[src/assert_macros.svh]
// Assertion helpers shared by the RTL.
// Each macro takes a label, the clock, the active-low reset and a property or condition.
`ifndef ASSERT_MACROS_SVH
`define ASSERT_MACROS_SVH

`ifndef SYNTHESIS

// Property holds at every clock edge outside reset.
`define RDDS_ASSERT(lbl, clk, rst_n, prop) \
  lbl: assert property (@(posedge clk) disable iff (!rst_n) (prop)) \
    else $error("rdds assertion failed");

// Condition never holds at a clock edge outside reset.
`define RDDS_ASSERT_NEVER(lbl, clk, rst_n, cond) \
  lbl: assert property (@(posedge clk) disable iff (!rst_n) !(cond)) \
    else $error("rdds forbidden condition seen");

`else

`define RDDS_ASSERT(lbl, clk, rst_n, prop)
`define RDDS_ASSERT_NEVER(lbl, clk, rst_n, cond)

`endif

`endif

[src/rdds_pkg.sv]
package rdds_pkg;

  // Field and register widths
  localparam int unsigned WordW   = 16;
  localparam int unsigned RadixW  = 6;
  localparam int unsigned CountW  = 4;
  localparam int unsigned PosW    = 3;
  localparam int unsigned SymW    = 7;
  localparam int unsigned CfgIdxW = 2;

  // Display store depth follows the position field width
  localparam int unsigned MaxDigits = 1 << PosW;

  // Divider steps, one quotient bit per cycle
  localparam int unsigned DivSteps = WordW;
  localparam int unsigned DivCntW  = $clog2(DivSteps);

  // Register indexes
  localparam logic [CfgIdxW-1:0] RegRadix      = 2'd0;
  localparam logic [CfgIdxW-1:0] RegDigitCount = 2'd1;

  // Reset values of the registers and the smallest radix
  localparam logic [RadixW-1:0] RadixReset = 6'd16;
  localparam logic [CountW-1:0] CountReset = 4'd4;
  localparam logic [RadixW-1:0] RadixMin   = 6'd2;

  // Request kinds
  localparam logic ReqWrite = 1'b0;
  localparam logic ReqTick  = 1'b1;

  // ASCII offsets
  localparam logic [SymW-1:0]   CodeDecimal = 7'h30;
  localparam logic [SymW-1:0]   CodeLetter  = 7'h37;
  localparam logic [RadixW-1:0] LastDecimal = 6'h09;
  localparam logic [SymW-1:0]   CodeBlank   = 7'h00;

  typedef struct packed {
    logic              req_type;
    logic [WordW-1:0]  value;
  } in_item_t;

  typedef struct packed {
    logic [PosW-1:0]   position;
    logic [SymW-1:0]   symbol;
  } out_item_t;

  // Divider request and response
  typedef struct packed {
    logic              start;
    logic [WordW-1:0]  dividend;
    logic [RadixW-1:0] divisor;
  } div_req_t;

  typedef struct packed {
    logic              done;
    logic [WordW-1:0]  quot;
    logic [RadixW-1:0] rem;
  } div_rsp_t;

  // ASCII code of one digit
  function automatic logic [SymW-1:0] digit_code(input logic [RadixW-1:0] d);
    logic [SymW-1:0] ext;
    ext = {{(SymW-RadixW){1'b0}}, d};
    return (d > LastDecimal) ? ext + CodeLetter : ext + CodeDecimal;
  endfunction

endpackage

[src/rdds_div.sv]
`include "assert_macros.svh"

// Restoring divider: one quotient bit per cycle.
module rdds_div import rdds_pkg::*; (
  input  logic     clk_i,
  input  logic     rst_ni,
  input  div_req_t req_i,
  output div_rsp_t rsp_o
);

  logic                busy_q, busy_d;
  logic                done_q, done_d;
  logic [DivCntW-1:0]  cnt_q, cnt_d;
  logic [WordW-1:0]    quot_q, quot_d;
  logic [RadixW-1:0]   rem_q, rem_d;
  logic [RadixW-1:0]   divisor_q, divisor_d;
  logic [RadixW:0]     partial;
  logic [RadixW:0]     diff;
  logic                fits;

  // Shift in the next dividend bit and try the subtract
  assign partial = {rem_q, quot_q[WordW-1]};
  assign diff    = partial - {1'b0, divisor_q};
  assign fits    = (partial >= {1'b0, divisor_q});

  always_comb begin
    busy_d    = busy_q;
    done_d    = 1'b0;
    cnt_d     = cnt_q;
    quot_d    = quot_q;
    rem_d     = rem_q;
    divisor_d = divisor_q;
    if (req_i.start) begin
      busy_d    = 1'b1;
      cnt_d     = '0;
      quot_d    = req_i.dividend;
      rem_d     = '0;
      divisor_d = req_i.divisor;
    end else if (busy_q) begin
      rem_d  = fits ? diff[RadixW-1:0] : partial[RadixW-1:0];
      quot_d = {quot_q[WordW-2:0], fits};
      cnt_d  = cnt_q + 1'b1;
      if (cnt_q == DivCntW'(DivSteps - 1)) begin
        busy_d = 1'b0;
        done_d = 1'b1;
      end
    end
  end

  always_ff @(posedge clk_i or negedge rst_ni) begin
    if (!rst_ni) begin
      busy_q <= 1'b0;
      done_q <= 1'b0;
      cnt_q  <= '0;
    end else begin
      busy_q <= busy_d;
      done_q <= done_d;
      cnt_q  <= cnt_d;
    end
  end

  // Datapath registers
  always_ff @(posedge clk_i) begin
    quot_q    <= quot_d;
    rem_q     <= rem_d;
    divisor_q <= divisor_d;
  end

  assign rsp_o.done = done_q;
  assign rsp_o.quot = quot_q;
  assign rsp_o.rem  = rem_q;

  `RDDS_ASSERT(a_start_busy, clk_i, rst_ni, req_i.start |=> busy_q)
  `RDDS_ASSERT(a_done_after_busy, clk_i, rst_ni, done_q |-> $past(busy_q))
  `RDDS_ASSERT_NEVER(a_start_while_busy, clk_i, rst_ni, req_i.start && busy_q)

endmodule

[src/radix_digit_display_scanner_unit.sv]
// Multiplexed digit display scanner with radix conversion.
//
// Input channel (in_valid_i / in_stall_o / in_item_i) takes two kinds of item.
// A write item splits value into digits of the configured radix, least
// significant first, and stores ASCII codes for the positions in use;
// positions past the last nonzero digit are stored blank (0). A tick item
// advances the scan position, wrapping at the digit count, and yields one
// result item (position, symbol) on out_valid_o / out_stall_i / out_item_o.
// A write stores each position whose remaining value is zero directly and runs
// each nonzero digit through the shared bit-serial divider, with issue and store
// steps around it; the input is stalled meanwhile. A tick's result is registered
// and appears on the next cycle. While the receiver stalls a pending result,
// further items are stalled. Configuration (cfg_we_i, cfg_index_i, cfg_wdata_i)
// is to be written by the user only while idle; the block does not enforce it.
// Reset sets radix 16, digit count 4, a blank store and scan position 0.
`include "assert_macros.svh"

module radix_digit_display_scanner_unit import rdds_pkg::*; (
  input  logic               clk_i,
  input  logic               rst_ni,
  input  logic               cfg_we_i,
  input  logic [CfgIdxW-1:0] cfg_index_i,
  input  logic [RadixW-1:0]  cfg_wdata_i,
  input  logic               in_valid_i,
  output logic               in_stall_o,
  input  in_item_t           in_item_i,
  output logic               out_valid_o,
  input  logic               out_stall_i,
  output out_item_t          out_item_o
);

  typedef enum logic [2:0] {
    ST_IDLE  = 3'b001,
    ST_DIGIT = 3'b010,
    ST_WAIT  = 3'b100
  } state_e;

  state_e            state_q, state_d;
  logic [RadixW-1:0] radix_q;
  logic [CountW-1:0] count_q;
  logic [RadixW-1:0] base_q, base_d;
  logic [PosW-1:0]   last_q, last_d;
  logic [PosW-1:0]   idx_q, idx_d;
  logic [WordW-1:0]  rest_q, rest_d;
  logic [PosW-1:0]   scan_q;
  logic [SymW-1:0]   store_q [MaxDigits];
  logic              out_valid_q;
  out_item_t         out_item_q;

  logic              out_busy;
  logic              in_accept;
  logic              write_acc;
  logic              tick_acc;
  logic              store_we;
  logic [SymW-1:0]   store_wdata;
  logic [RadixW-1:0] eff_radix;
  logic [CountW-1:0] eff_count;
  logic [PosW:0]     scan_inc;
  logic [PosW-1:0]   scan_next;
  div_req_t          div_req;
  div_rsp_t          div_rsp;

  // Configuration registers
  always_ff @(posedge clk_i or negedge rst_ni) begin
    if (!rst_ni) begin
      radix_q <= RadixReset;
      count_q <= CountReset;
    end else if (cfg_we_i) begin
      if (cfg_index_i == RegRadix) begin
        radix_q <= cfg_wdata_i;
      end else if (cfg_index_i == RegDigitCount) begin
        count_q <= cfg_wdata_i[CountW-1:0];
      end
    end
  end

  // Effective radix and digit count
  assign eff_radix = (radix_q < RadixMin) ? RadixMin : radix_q;
  always_comb begin
    priority if (count_q == '0) begin
      eff_count = CountW'(1);
    end else if (count_q > CountW'(MaxDigits)) begin
      eff_count = CountW'(MaxDigits);
    end else begin
      eff_count = count_q;
    end
  end

  // Input handshake
  assign out_busy   = out_valid_q && out_stall_i;
  assign in_stall_o = (state_q != ST_IDLE) || out_busy;
  assign in_accept  = in_valid_i && !in_stall_o;
  assign write_acc  = in_accept && (in_item_i.req_type == ReqWrite);
  assign tick_acc   = in_accept && (in_item_i.req_type == ReqTick);

  // Conversion sequencer
  always_comb begin
    state_d       = state_q;
    base_d        = base_q;
    last_d        = last_q;
    idx_d         = idx_q;
    rest_d        = rest_q;
    store_we      = 1'b0;
    store_wdata   = CodeBlank;
    div_req.start    = 1'b0;
    div_req.dividend = rest_q;
    div_req.divisor  = base_q;
    unique case (state_q)
      ST_IDLE: begin
        if (write_acc) begin
          base_d  = eff_radix;
          last_d  = PosW'(eff_count - 1'b1);
          idx_d   = '0;
          rest_d  = in_item_i.value;
          state_d = ST_DIGIT;
        end
      end
      ST_DIGIT: begin
        if (rest_q == '0) begin
          store_we = 1'b1;
          if (idx_q == last_q) begin
            state_d = ST_IDLE;
          end else begin
            idx_d = idx_q + 1'b1;
          end
        end else begin
          div_req.start = 1'b1;
          state_d       = ST_WAIT;
        end
      end
      ST_WAIT: begin
        if (div_rsp.done) begin
          store_we    = 1'b1;
          store_wdata = digit_code(div_rsp.rem);
          rest_d      = div_rsp.quot;
          if (idx_q == last_q) begin
            state_d = ST_IDLE;
          end else begin
            idx_d   = idx_q + 1'b1;
            state_d = ST_DIGIT;
          end
        end
      end
      default: begin
        state_d = ST_IDLE;
      end
    endcase
  end

  always_ff @(posedge clk_i or negedge rst_ni) begin
    if (!rst_ni) begin
      state_q <= ST_IDLE;
    end else begin
      state_q <= state_d;
    end
  end

  always_ff @(posedge clk_i) begin
    base_q <= base_d;
    last_q <= last_d;
    idx_q  <= idx_d;
    rest_q <= rest_d;
  end

  // Shared divider
  rdds_div u_div (
    .clk_i  (clk_i),
    .rst_ni (rst_ni),
    .req_i  (div_req),
    .rsp_o  (div_rsp)
  );

  // Digit store, blank after reset
  always_ff @(posedge clk_i or negedge rst_ni) begin
    if (!rst_ni) begin
      for (int i = 0; i < MaxDigits; i++) begin
        store_q[i] <= CodeBlank;
      end
    end else if (store_we) begin
      store_q[idx_q] <= store_wdata;
    end
  end

  // Scan position advance with wrap
  assign scan_inc  = {1'b0, scan_q} + 1'b1;
  assign scan_next = (scan_inc >= eff_count) ? '0 : scan_inc[PosW-1:0];

  always_ff @(posedge clk_i or negedge rst_ni) begin
    if (!rst_ni) begin
      scan_q      <= '0;
      out_valid_q <= 1'b0;
    end else begin
      if (tick_acc) begin
        scan_q      <= scan_next;
        out_valid_q <= 1'b1;
      end else if (!out_stall_i) begin
        out_valid_q <= 1'b0;
      end
    end
  end

  // Output register
  always_ff @(posedge clk_i) begin
    if (tick_acc) begin
      out_item_q.position <= scan_next;
      out_item_q.symbol   <= store_q[scan_next];
    end
  end

  assign out_valid_o = out_valid_q;
  assign out_item_o  = out_item_q;

  `RDDS_ASSERT(a_write_starts, clk_i, rst_ni, write_acc |=> (state_q == ST_DIGIT))
  `RDDS_ASSERT(a_tick_result, clk_i, rst_ni, tick_acc |=> out_valid_q)
  `RDDS_ASSERT(a_done_in_wait, clk_i, rst_ni, div_rsp.done |-> (state_q == ST_WAIT))
  `RDDS_ASSERT_NEVER(a_store_idle, clk_i, rst_ni, store_we && (state_q == ST_IDLE))

endmodule
[config.mk]
export PLATFORM = sky130hd
export DESIGN_NAME = radix_digit_display_scanner_unit
export DESIGN_NICKNAME = d
export VERILOG_FILES = /design/src/rdds_pkg.sv /design/src/rdds_div.sv /design/src/radix_digit_display_scanner_unit.sv
export VERILOG_INCLUDE_DIRS = /design/src /design/src/src
export SDC_FILE = /design/constraint.sdc
export NUM_CORES = 1
export LEC_CHECK = 0
export BUFFER_PORTS_ARGS = -buffer_cell sky130_fd_sc_hd__buf_2
export CORE_ASPECT_RATIO = 0.9
export CORE_MARGIN = 5
export CORE_UTILIZATION = 54
export DETAILED_ROUTE_END_ITERATION = 8
export PLACE_DENSITY = 0.72
export SLEW_MARGIN = 10
export SYNTH_ARGS = -nofsm -noshare
export SYNTH_HDL_FRONTEND = slang
export SYNTH_SLANG_ARGS = --single-unit
[constraint.sdc]
create_clock -name clk_i -period 4.1 [get_ports clk_i]
set_clock_uncertainty 0.2 [all_clocks]
set_input_delay 0.41 -clock clk_i [delete_from_list [all_inputs] [get_ports clk_i]]
set_output_delay 0.41 -clock clk_i [all_outputs]
set_load 0.01 [all_outputs]
==> run_results.csv, run 1 <==
group,metric,value,unit
layout,n_fill_cell,1038,
sta,setup_tns,0,ns
sta,max_freq,295,MHz
setup_path,max_stage_delay,0.88,ns
setup_path,r2r-start,"scan_q[0]",
floorplanning,die_width,130,µm
clock_network,hold_buffers,0,
floorplanning,ios,42,
pwr,powerDensity,631,nW/µm²
setup_path,critical_path_class,"reg2reg",
layout,multi_input_area,2870,µm²
clock_network,numClockSinks,145,
clock_network,ctsResizeCount,0,
outcome,status,"finished, violations left",
clock_network,path_clk_slew,0.06,ns
setup_path,crit_fanout,27,
logic_synthesis,synth_flop_cell,"dfrtp_1",
logic_synthesis,ys_warn_count,0,
logic_synthesis,synth_cell_types,60,
detailed_routing,drc,0,
floorplanning,initial_utilization,55.0,%
clock_network,cts_buffers,17,
detailed_routing,vias_per_cell,5.80,
logic_synthesis,ys_ff_latch,145,
clock_network,post_cts_buffers,0,
floorplanning,row_count,39,
global_route,grt_pass1_wl,25100,µm
setup_path,cp.arrival,3.45,ns
setup_path,worst-r2r-cell-count,8,
placed_design,portBuffers,41,
clock_network,clock_tree.buffer_depth,2,
logic_synthesis,synth-async-reset-ratio,54.5,%
global_route,grt_antenna_before_repair,0,
setup_path,timing.critical_path.mode_cell,"ha_1",
sta,fin_crit_sh,82.8,%
layout,final_nets,714,
setup_path,worstPathRequired,4.15,ns
sta,fin_crit,3.39,ns
logic_synthesis,mappedNetlistNets,679,
global_route,grt-ovfl-total,0,
layout,drive_above_1_share,19.9,%
clock_network,tritoncts,"yes",
pwr,max-vdd-ir-drop,349,µV
setup_path,cp-endpoint,"out_item_o[0]",
floorplanning,core,12700,µm²
setup_path,crit_path_start_kind,"register",
setup_path,rrSetupSlack,0.71,ns
sta,hold_slack,-0.0445,ns
detailed_routing,routed_wl,15100,µm
layout,diodes,0,
clock_network,worstSkewPairLatency,0.41,ns
outcome,violations,"negative hold slack",
placed_design,globalplace.congestion,0.892,
setup_path,end_kind,"register",
detailed_routing,drtPass1Iterations,5,
layout,area.growth.synth_to_final,13.2,%
logic_synthesis,synth_edf_count,60,
sta,drv_slew,0,
clock_network,htree_num_levels,4,
logic_synthesis,syn-cell-area,6970,µm²
pwr,p_total,0.00498,W
setup_path,r2r_end,"out_item_o[0]",
global_route,grt_max_degree,80,
detailed_routing,drtIter0Drc,546,
layout,seq_area,3900,µm²
setup_path,startpoint,"scan_q[0]",
logic_synthesis,ys_seq_area_share,56.0,%
sta,slew_headroom,25.8,%
logic_synthesis,syn_inst,631,
setup_path,path_cells,"ha_1, xor2_1, buf_4, ha_1, nand2_1, o221ai_1, a22oi_1, a31oi_1",
sta,setup_violations,0,
detailed_routing,routedWlPerCell,17.9,µm
setup_path,cp_slowest_cell,"o221ai_1",
floorplanning,die-area,15300,µm²
global_route,grt_usage,20.8,%
hold_path,hold_path_class,"in2async",
detailed_routing,ant_nets,0,
global_route,first_global_vias,4967,
sta,tightest_slew,1.11,ns
sta,rsz0062_at_grt,"no",
placed_design,dp_hpwl,10500,µm
pwr,p_leak,3.44,nW
floorplanning,die_h,118,µm
detailed_routing,vias,4890,
clock_network,cts.root.buffer_cell,"clkbuf_16",
logic_synthesis,avgSynthCellArea,11.0,µm²
sta,hold_viol,39,
job,cap_viol_max_count,0,
## kinds of logic after synthesis
group	after synthesis	synth area share, %
DFF	145	56.0
muxes	55	8.72
buffers and inverters	51	2.94
and+or+nand+nor	225	15.0
adders and majority gates	18	3.34
AOI/OAI and AO/OA	121	12.0
xor gates and xnor gates	16	2.01
## Yosys cell counts, types with 5 or more instances
cell type / count / area share (%)
o21ai_0: 25 / 1.8
buf_2: 5 / 0.36
a21oi_1: 23 / 1.7
xnor2_1: 10 / 1.3
mux2i_1: 18 / 2.6
a31oi_1: 16 / 1.4
mux2_2: 33 / 5.3
and2_1: 5 / 0.45
edfxtp_1: 60 / 26
dfxtp_1: 6 / 1.7
inv_1: 22 / 1.2
o2bb2ai_1: 32 / 4.0
nand2_1: 121 / 6.5
nor2_1: 37 / 2.0
nand2_2: 8 / 0.72
or2_2: 5 / 0.45
xor2_1: 6 / 0.75
nand3_1: 9 / 0.65
clkbuf_1: 23 / 1.2
nand2b_1: 7 / 0.63
dfrtp_1: 76 / 27
nand3b_1: 5 / 0.54
a22oi_1: 7 / 0.75
ha_1: 17 / 3.1
## how the worst min path moves through the flow
| stage | start | slack, ns | endpoint | cells past startpoint |
|---|---|---|---|---|
| 2_1_floorplan | rst_ni | -0.09 | count_q[0] | 0 |
| 4_1_cts | rst_ni | 0.005 | store_q[17] | 1 |
| 3_5_place_dp | base_q[2] | 0.21 | u_div.divisor_q[2] | 0 |
| 5_1_grt | cfg_wdata_i[5] | 0.02 | radix_q[5] | 2 |
| 3_3_place_gp | base_q[2] | 0.20 | u_div.divisor_q[2] | 0 |
| 6_report | rst_ni | -0.04 | scan_q[2] | 1 |
## layout by cell type, fill, tap and decap left out, drive strengths merged, types with 5 or more instances in the layout
| cell type | netlist | layout |
|---|---|---|
| buf | 6 | 45 |
| nor2 | 37 | 37 |
| a22oi | 7 | 7 |
| nor4 | 5 | 5 |
| xor2 | 6 | 6 |
| xnor2 | 10 | 10 |
| or2 | 6 | 6 |
| ha | 17 | 17 |
| mux2i | 18 | 18 |
| nand3b | 5 | 5 |
| nand3 | 9 | 9 |
| dfrtp | 76 | 76 |
| and2 | 6 | 6 |
| dfxtp | 6 | 6 |
| nand2b | 9 | 9 |
| clkinv | 0 | 5 |
| edfxtp | 60 | 60 |
| o21ai | 26 | 26 |
| clkbuf | 23 | 22 |
| o2bb2ai | 32 | 32 |
| nand2 | 129 | 129 |
| a21oi | 24 | 24 |
| a31oi | 16 | 16 |
| inv | 22 | 22 |
| mux2 | 36 | 36 |
## critical path, delay by kind of cell, from the launching register on
family          cells  cell delay [ns]
compound gates      3             1.30
fa+ha+maj           2             0.57
buf+inv             1             0.17
flops               1             0.85
simple gates        1             0.08
xor+xnor            1             0.07
## per-layer routing
metal	share of wire (%)	global-route usage, %
met5	0	0
met2	46	30.6
met4	1.0	5.32
met1	47	30.8
met3	6.3	5.31
## where the power goes
group          leakage (nW)  total, W  switching, W  internal, W
combinational          1.47   0.00136      0.000832     0.000531
clock                 0.290   0.00157      0.000581     0.000986
sequential             1.68   0.00205      0.000231      0.00182
total                  3.44   0.00498       0.00164      0.00334
## sequential cells by signal (all words and copies together) (netlist names)
register         count
base_q               6
out_valid_o          1
u_div.divisor_q      6
out_item_o          10
u_div.done_q         1
scan_q               3
last_q               3
rest_q              16
u_div.busy_q         1
u_div.rem_q          6
idx_q                3
u_div.quot_q        16
state_q              3
u_div.cnt_q          4
store_q             56
count_q              4
radix_q              6
## final cells by class
cell class / instances / share of cell area, %
inverters: 22 / 1.05
multi-input cells: 435 / 36.3
repair buffers: 45 / 3.01
clock buffers: 22 / 5.88
flip-flops and latches: 145 / 49.4
well taps: 164 / 2.60
clock inverters: 10 / 1.70
## through the flow
stage	utilization (%)	instances	cell area (µm²)	setup slack (ns)	hold WS [ns]
5_1_grt	62.2	843	7890	0.528	0.0155
4_1_cts	62.2	843	7890	0.791	0.00480
3_5_place_dp	57.5	811	7300	0.808	0.205
6_report	62.2	843	7890	0.706	-0.0445
2_1_floorplan	-	631	6970	1.44	-0.0856
3_3_place_gp	57.5	811	7300	1.04	0.201
No activity file was read; power rests on OpenSTA's default activity.
==> inputs of run 2 (changes only) <==
--- a/config.mk
+++ b/config.mk
@@ -6,12 +6,13 @@
 export SDC_FILE = /design/constraint.sdc
 export NUM_CORES = 1
 export LEC_CHECK = 0
+export ABC_AREA = 1
 export BUFFER_PORTS_ARGS = -buffer_cell sky130_fd_sc_hd__buf_2
 export CORE_ASPECT_RATIO = 0.9
 export CORE_MARGIN = 5
 export CORE_UTILIZATION = 54
 export DETAILED_ROUTE_END_ITERATION = 8
-export PLACE_DENSITY = 0.72
+export PLACE_DENSITY = 0.75
 export SLEW_MARGIN = 10
 export SYNTH_ARGS = -nofsm -noshare
 export SYNTH_HDL_FRONTEND = slang
==> constraint.sdc (replaced) <==
create_clock -name clk_i -period 2.7 [get_ports clk_i]
set_clock_uncertainty 0.2 [all_clocks]
set_input_delay 0.27 -clock clk_i [delete_from_list [all_inputs] [get_ports clk_i]]
set_output_delay 0.27 -clock clk_i [all_outputs]
set_load 0.01 [all_outputs]
==> run_results.csv, run 2 <==
group,metric,value,unit
outcome,status,"complete, no violations",
global_route,met1_usage,31.7,%
detailed_routing,drc,0,
sta,max_freq,402,MHz
logic_synthesis,ys_warn_count,0,
detailed_routing,drtPass1Iterations,5,
layout,drive_above_1_share,13.3,%
layout,final_common_cell,"nand2_1",
hold_path,hold_path_class,"in2reg",
logic_synthesis,synth_flop_cell,"dfrtp_1",
detailed_routing,routedWlPerCell,14.1,µm
setup_path,cpLargestDelayFamily,"simple AND/OR/NAND/NOR gates",
sta,setup_violations,0,
logic_synthesis,syn-cell-area,7360,µm²
placed_design,globalplace.congestion,0.906,
floorplanning,die_width,133,µm
logic_synthesis,synth_most_common_cell,"nand2_1",
layout,top_register,"store_q",
layout,post-route-util,64.7,%
layout,final_nets,1039,
logic_synthesis,synth_common_cells,"nand2_1 (388), inv_1 (105), dfrtp_1 (76)",
global_route,grt_pass1_wl,27900,µm
layout,seq_area,3900,µm²
logic_synthesis,synth_area_leaders,"dfrtp_1 (26%), edfxtp_1 (24%), nand2_1 (20%)",
clock_network,cts.root.buffer_cell,"clkbuf_16",
sta,rsz0062_at_grt,"no",
clock_network,clock_tree.buffer_depth,2,
sta,tightest_slew,0.629,ns
clock_network,path_clk_slew,0.06,ns
setup_path,crit_path_start_kind,"register",
sta,fin_crit_sh,92.0,%
logic_synthesis,synth.top_cell.area_share,25.8,%
global_route,met3_usage,4.78,%
layout,layout_common_cells,"nand2_1 (388), inv_1 (105), dfrtp_1 (76)",
layout,area.growth.synth_to_final,17.5,%
pwr,powerDensity,1130,nW/µm²
logic_synthesis,synth_edf_count,60,
global_route,grt_util_met2,33.5,%
floorplanning,initial_utilization,55.1,%
global_route,grt_max_degree,46,
setup_path,crit_fanout,14,
detailed_routing,routed_wl,16500,µm
layout,diodes,0,
logic_synthesis,mappedNetlistNets,960,
setup_path,rrSetupSlack,0.22,ns
detailed_routing,ant_nets,0,
sta,hold_viol,0,
logic_synthesis,ys_ff_latch,145,
placed_design,place_ws,0.133,ns
global_route,first_global_vias,5675,
pwr,max-vdd-ir-drop,817,µV
sta,setup_slack,0.215,ns
global_route,busiest_layer,"met2",
placed_design,dp_hpwl,11300,µm
sta,setup_tns,0,ns
setup_path,max_stage_delay,0.40,ns
logic_synthesis,synth_cell_types,39,
floorplanning,die_h,121,µm
global_route,grt_antenna_before_repair,0,
logic_synthesis,avgSynthCellArea,8.07,µm²
setup_path,cp_slowest_cell,"dfrtp_1",
logic_synthesis,syn_inst,912,
global_route,grt_usage,22.1,%
layout,largestRegisters,"store_q (56), rest_q (16), u_div.quot_q (16)",
setup_path,cp.arrival,2.47,ns
layout,n_fill_cell,1084,
global_route,grt-ovfl-total,0,
clock_network,numClockSinks,145,
floorplanning,core,13400,µm²
job,cap_viol_max_count,0,
clock_network,tritoncts,"yes",
sta,slew_headroom,58.1,%
layout,largest_register_ffs,56,
clock_network,worstSkewPairLatency,0.43,ns
setup_path,end_kind,"register",
floorplanning,row_count,40,
setup_path,critical_path_class,"reg2reg",
floorplanning,ios,42,
logic_synthesis,synth-async-reset-ratio,54.5,%
placed_design,portBuffers,41,
detailed_routing,vias_per_cell,5.10,
sta,fin_crit,2.48,ns
logic_synthesis,post-synth-top-area-cell,"dfrtp_1",
floorplanning,die-area,16100,µm²
clock_network,cts_buffers,17,
detailed_routing,drtIter0Drc,555,
sta,drv_slew,0,
layout,multi_input_area,2930,µm²
setup_path,timing.critical_path.mode_cell,"nand2_1",
setup_path,crit_buf_inv,2,
detailed_routing,vias,5977,
setup_path,path_cells,"ha_1, xor2_2, ha_1, nand2_1, inv_1, nand2_1, nand4_4, buf_4, nand2_1, nand3_1, nand2_1, nand2_1, nand2_1",
setup_path,worstPathRequired,2.68,ns
clock_network,htree_num_levels,4,
pwr,p_total,0.00976,W
pwr,p_leak,4.47,nW
logic_synthesis,ys_seq_area_share,53.0,%
## run 2: cell types whose count changed in the layout (fill, tap and decap cells not counted), moves of 28 or more
cell | previous run | this run
inv_1 | 22 | 105
mux2_2 | 33 | 2
nand2_1 | 121 | 388
nand3_1 | 9 | 42
nor2_1 | 37 | 65
o2bb2ai_1 | 32 | 0
## run 2: layout make-up
type | count | share of cell area, %
clock buffer | 19 | 5.00
clock inverter | 13 | 1.62
multi-input combinational | 627 | 33.8
sequential | 145 | 45.1
tap | 168 | 2.43
inverter | 119 | 5.18
timing repair buffer | 81 | 6.83
## run 2: where the power goes
part           internal (W)  switching (W)  leakage [nW]
clock network       0.00136       0.000934         0.269
logic               0.00143        0.00266          2.50
registers           0.00305       0.000326          1.69
total               0.00584        0.00392          4.47
## run 2: worst paths after layout
check | from | to | cells after the start
max in group asynchronous | rst_ni | state_q[0] | 3
max | scan_q[0] | out_item_o[0] | 13
max reg2reg | scan_q[0] | out_item_o[0] | 13
min in group asynchronous | rst_ni | store_q[30] | 2
min reg2reg | base_q[3] | u_div.divisor_q[3] | 0
min | out_stall_i | out_valid_o | 3
## run 2: stage by stage
step | hold slack (ns) | std cells | area (µm²)
6_report | 0.0281 | 1172 | 8650
3_5_place_dp | 0.0553 | 1117 | 7840
4_1_cts | 0.00917 | 1172 | 8640
3_3_place_gp | 0.0551 | 1117 | 7840
5_1_grt | 0.0247 | 1172 | 8650
2_1_floorplan | -0.226 | 912 | 7360
## run 2: worst register-to-register path, delay by kind of cell, from the launching register on
kind,cells,cell delay [ns]
adders and majority gates,2,0.53
DFF,1,0.40
and+or+nand+nor,8,0.62
buffers and inverters,2,0.28
xor gates and xnor gates,1,0.20
## run 2: cells by family after synthesis
group | after synthesis | share of synthesized area (%)
adders and majority gates | 18 | 3.16
xor gates and xnor gates | 11 | 1.31
AOI/OAI and AO/OA | 57 | 4.45
muxes | 2 | 0.306
and+or+nand+nor | 539 | 30.4
buffers and inverters | 140 | 7.33
DFF | 145 | 53.0
## run 2: timing repair
item,CTS,global route
hold endpoints to repair,60,0
buffers inserted,0,0
hold buffers,23,0
setup endpoints to repair,0,7
gates resized for setup,0,4
## run 2: layer usage
| layer | share of wire (%) | vias to the layer above |
|---|---|---|
| met5 | 0 | - |
| met4 | 1.5 | 0 |
| met3 | 5.0 | 20 |
| met2 | 45 | 160 |
| met1 | 49 | 2782 |
| li1 | - | 3015 |
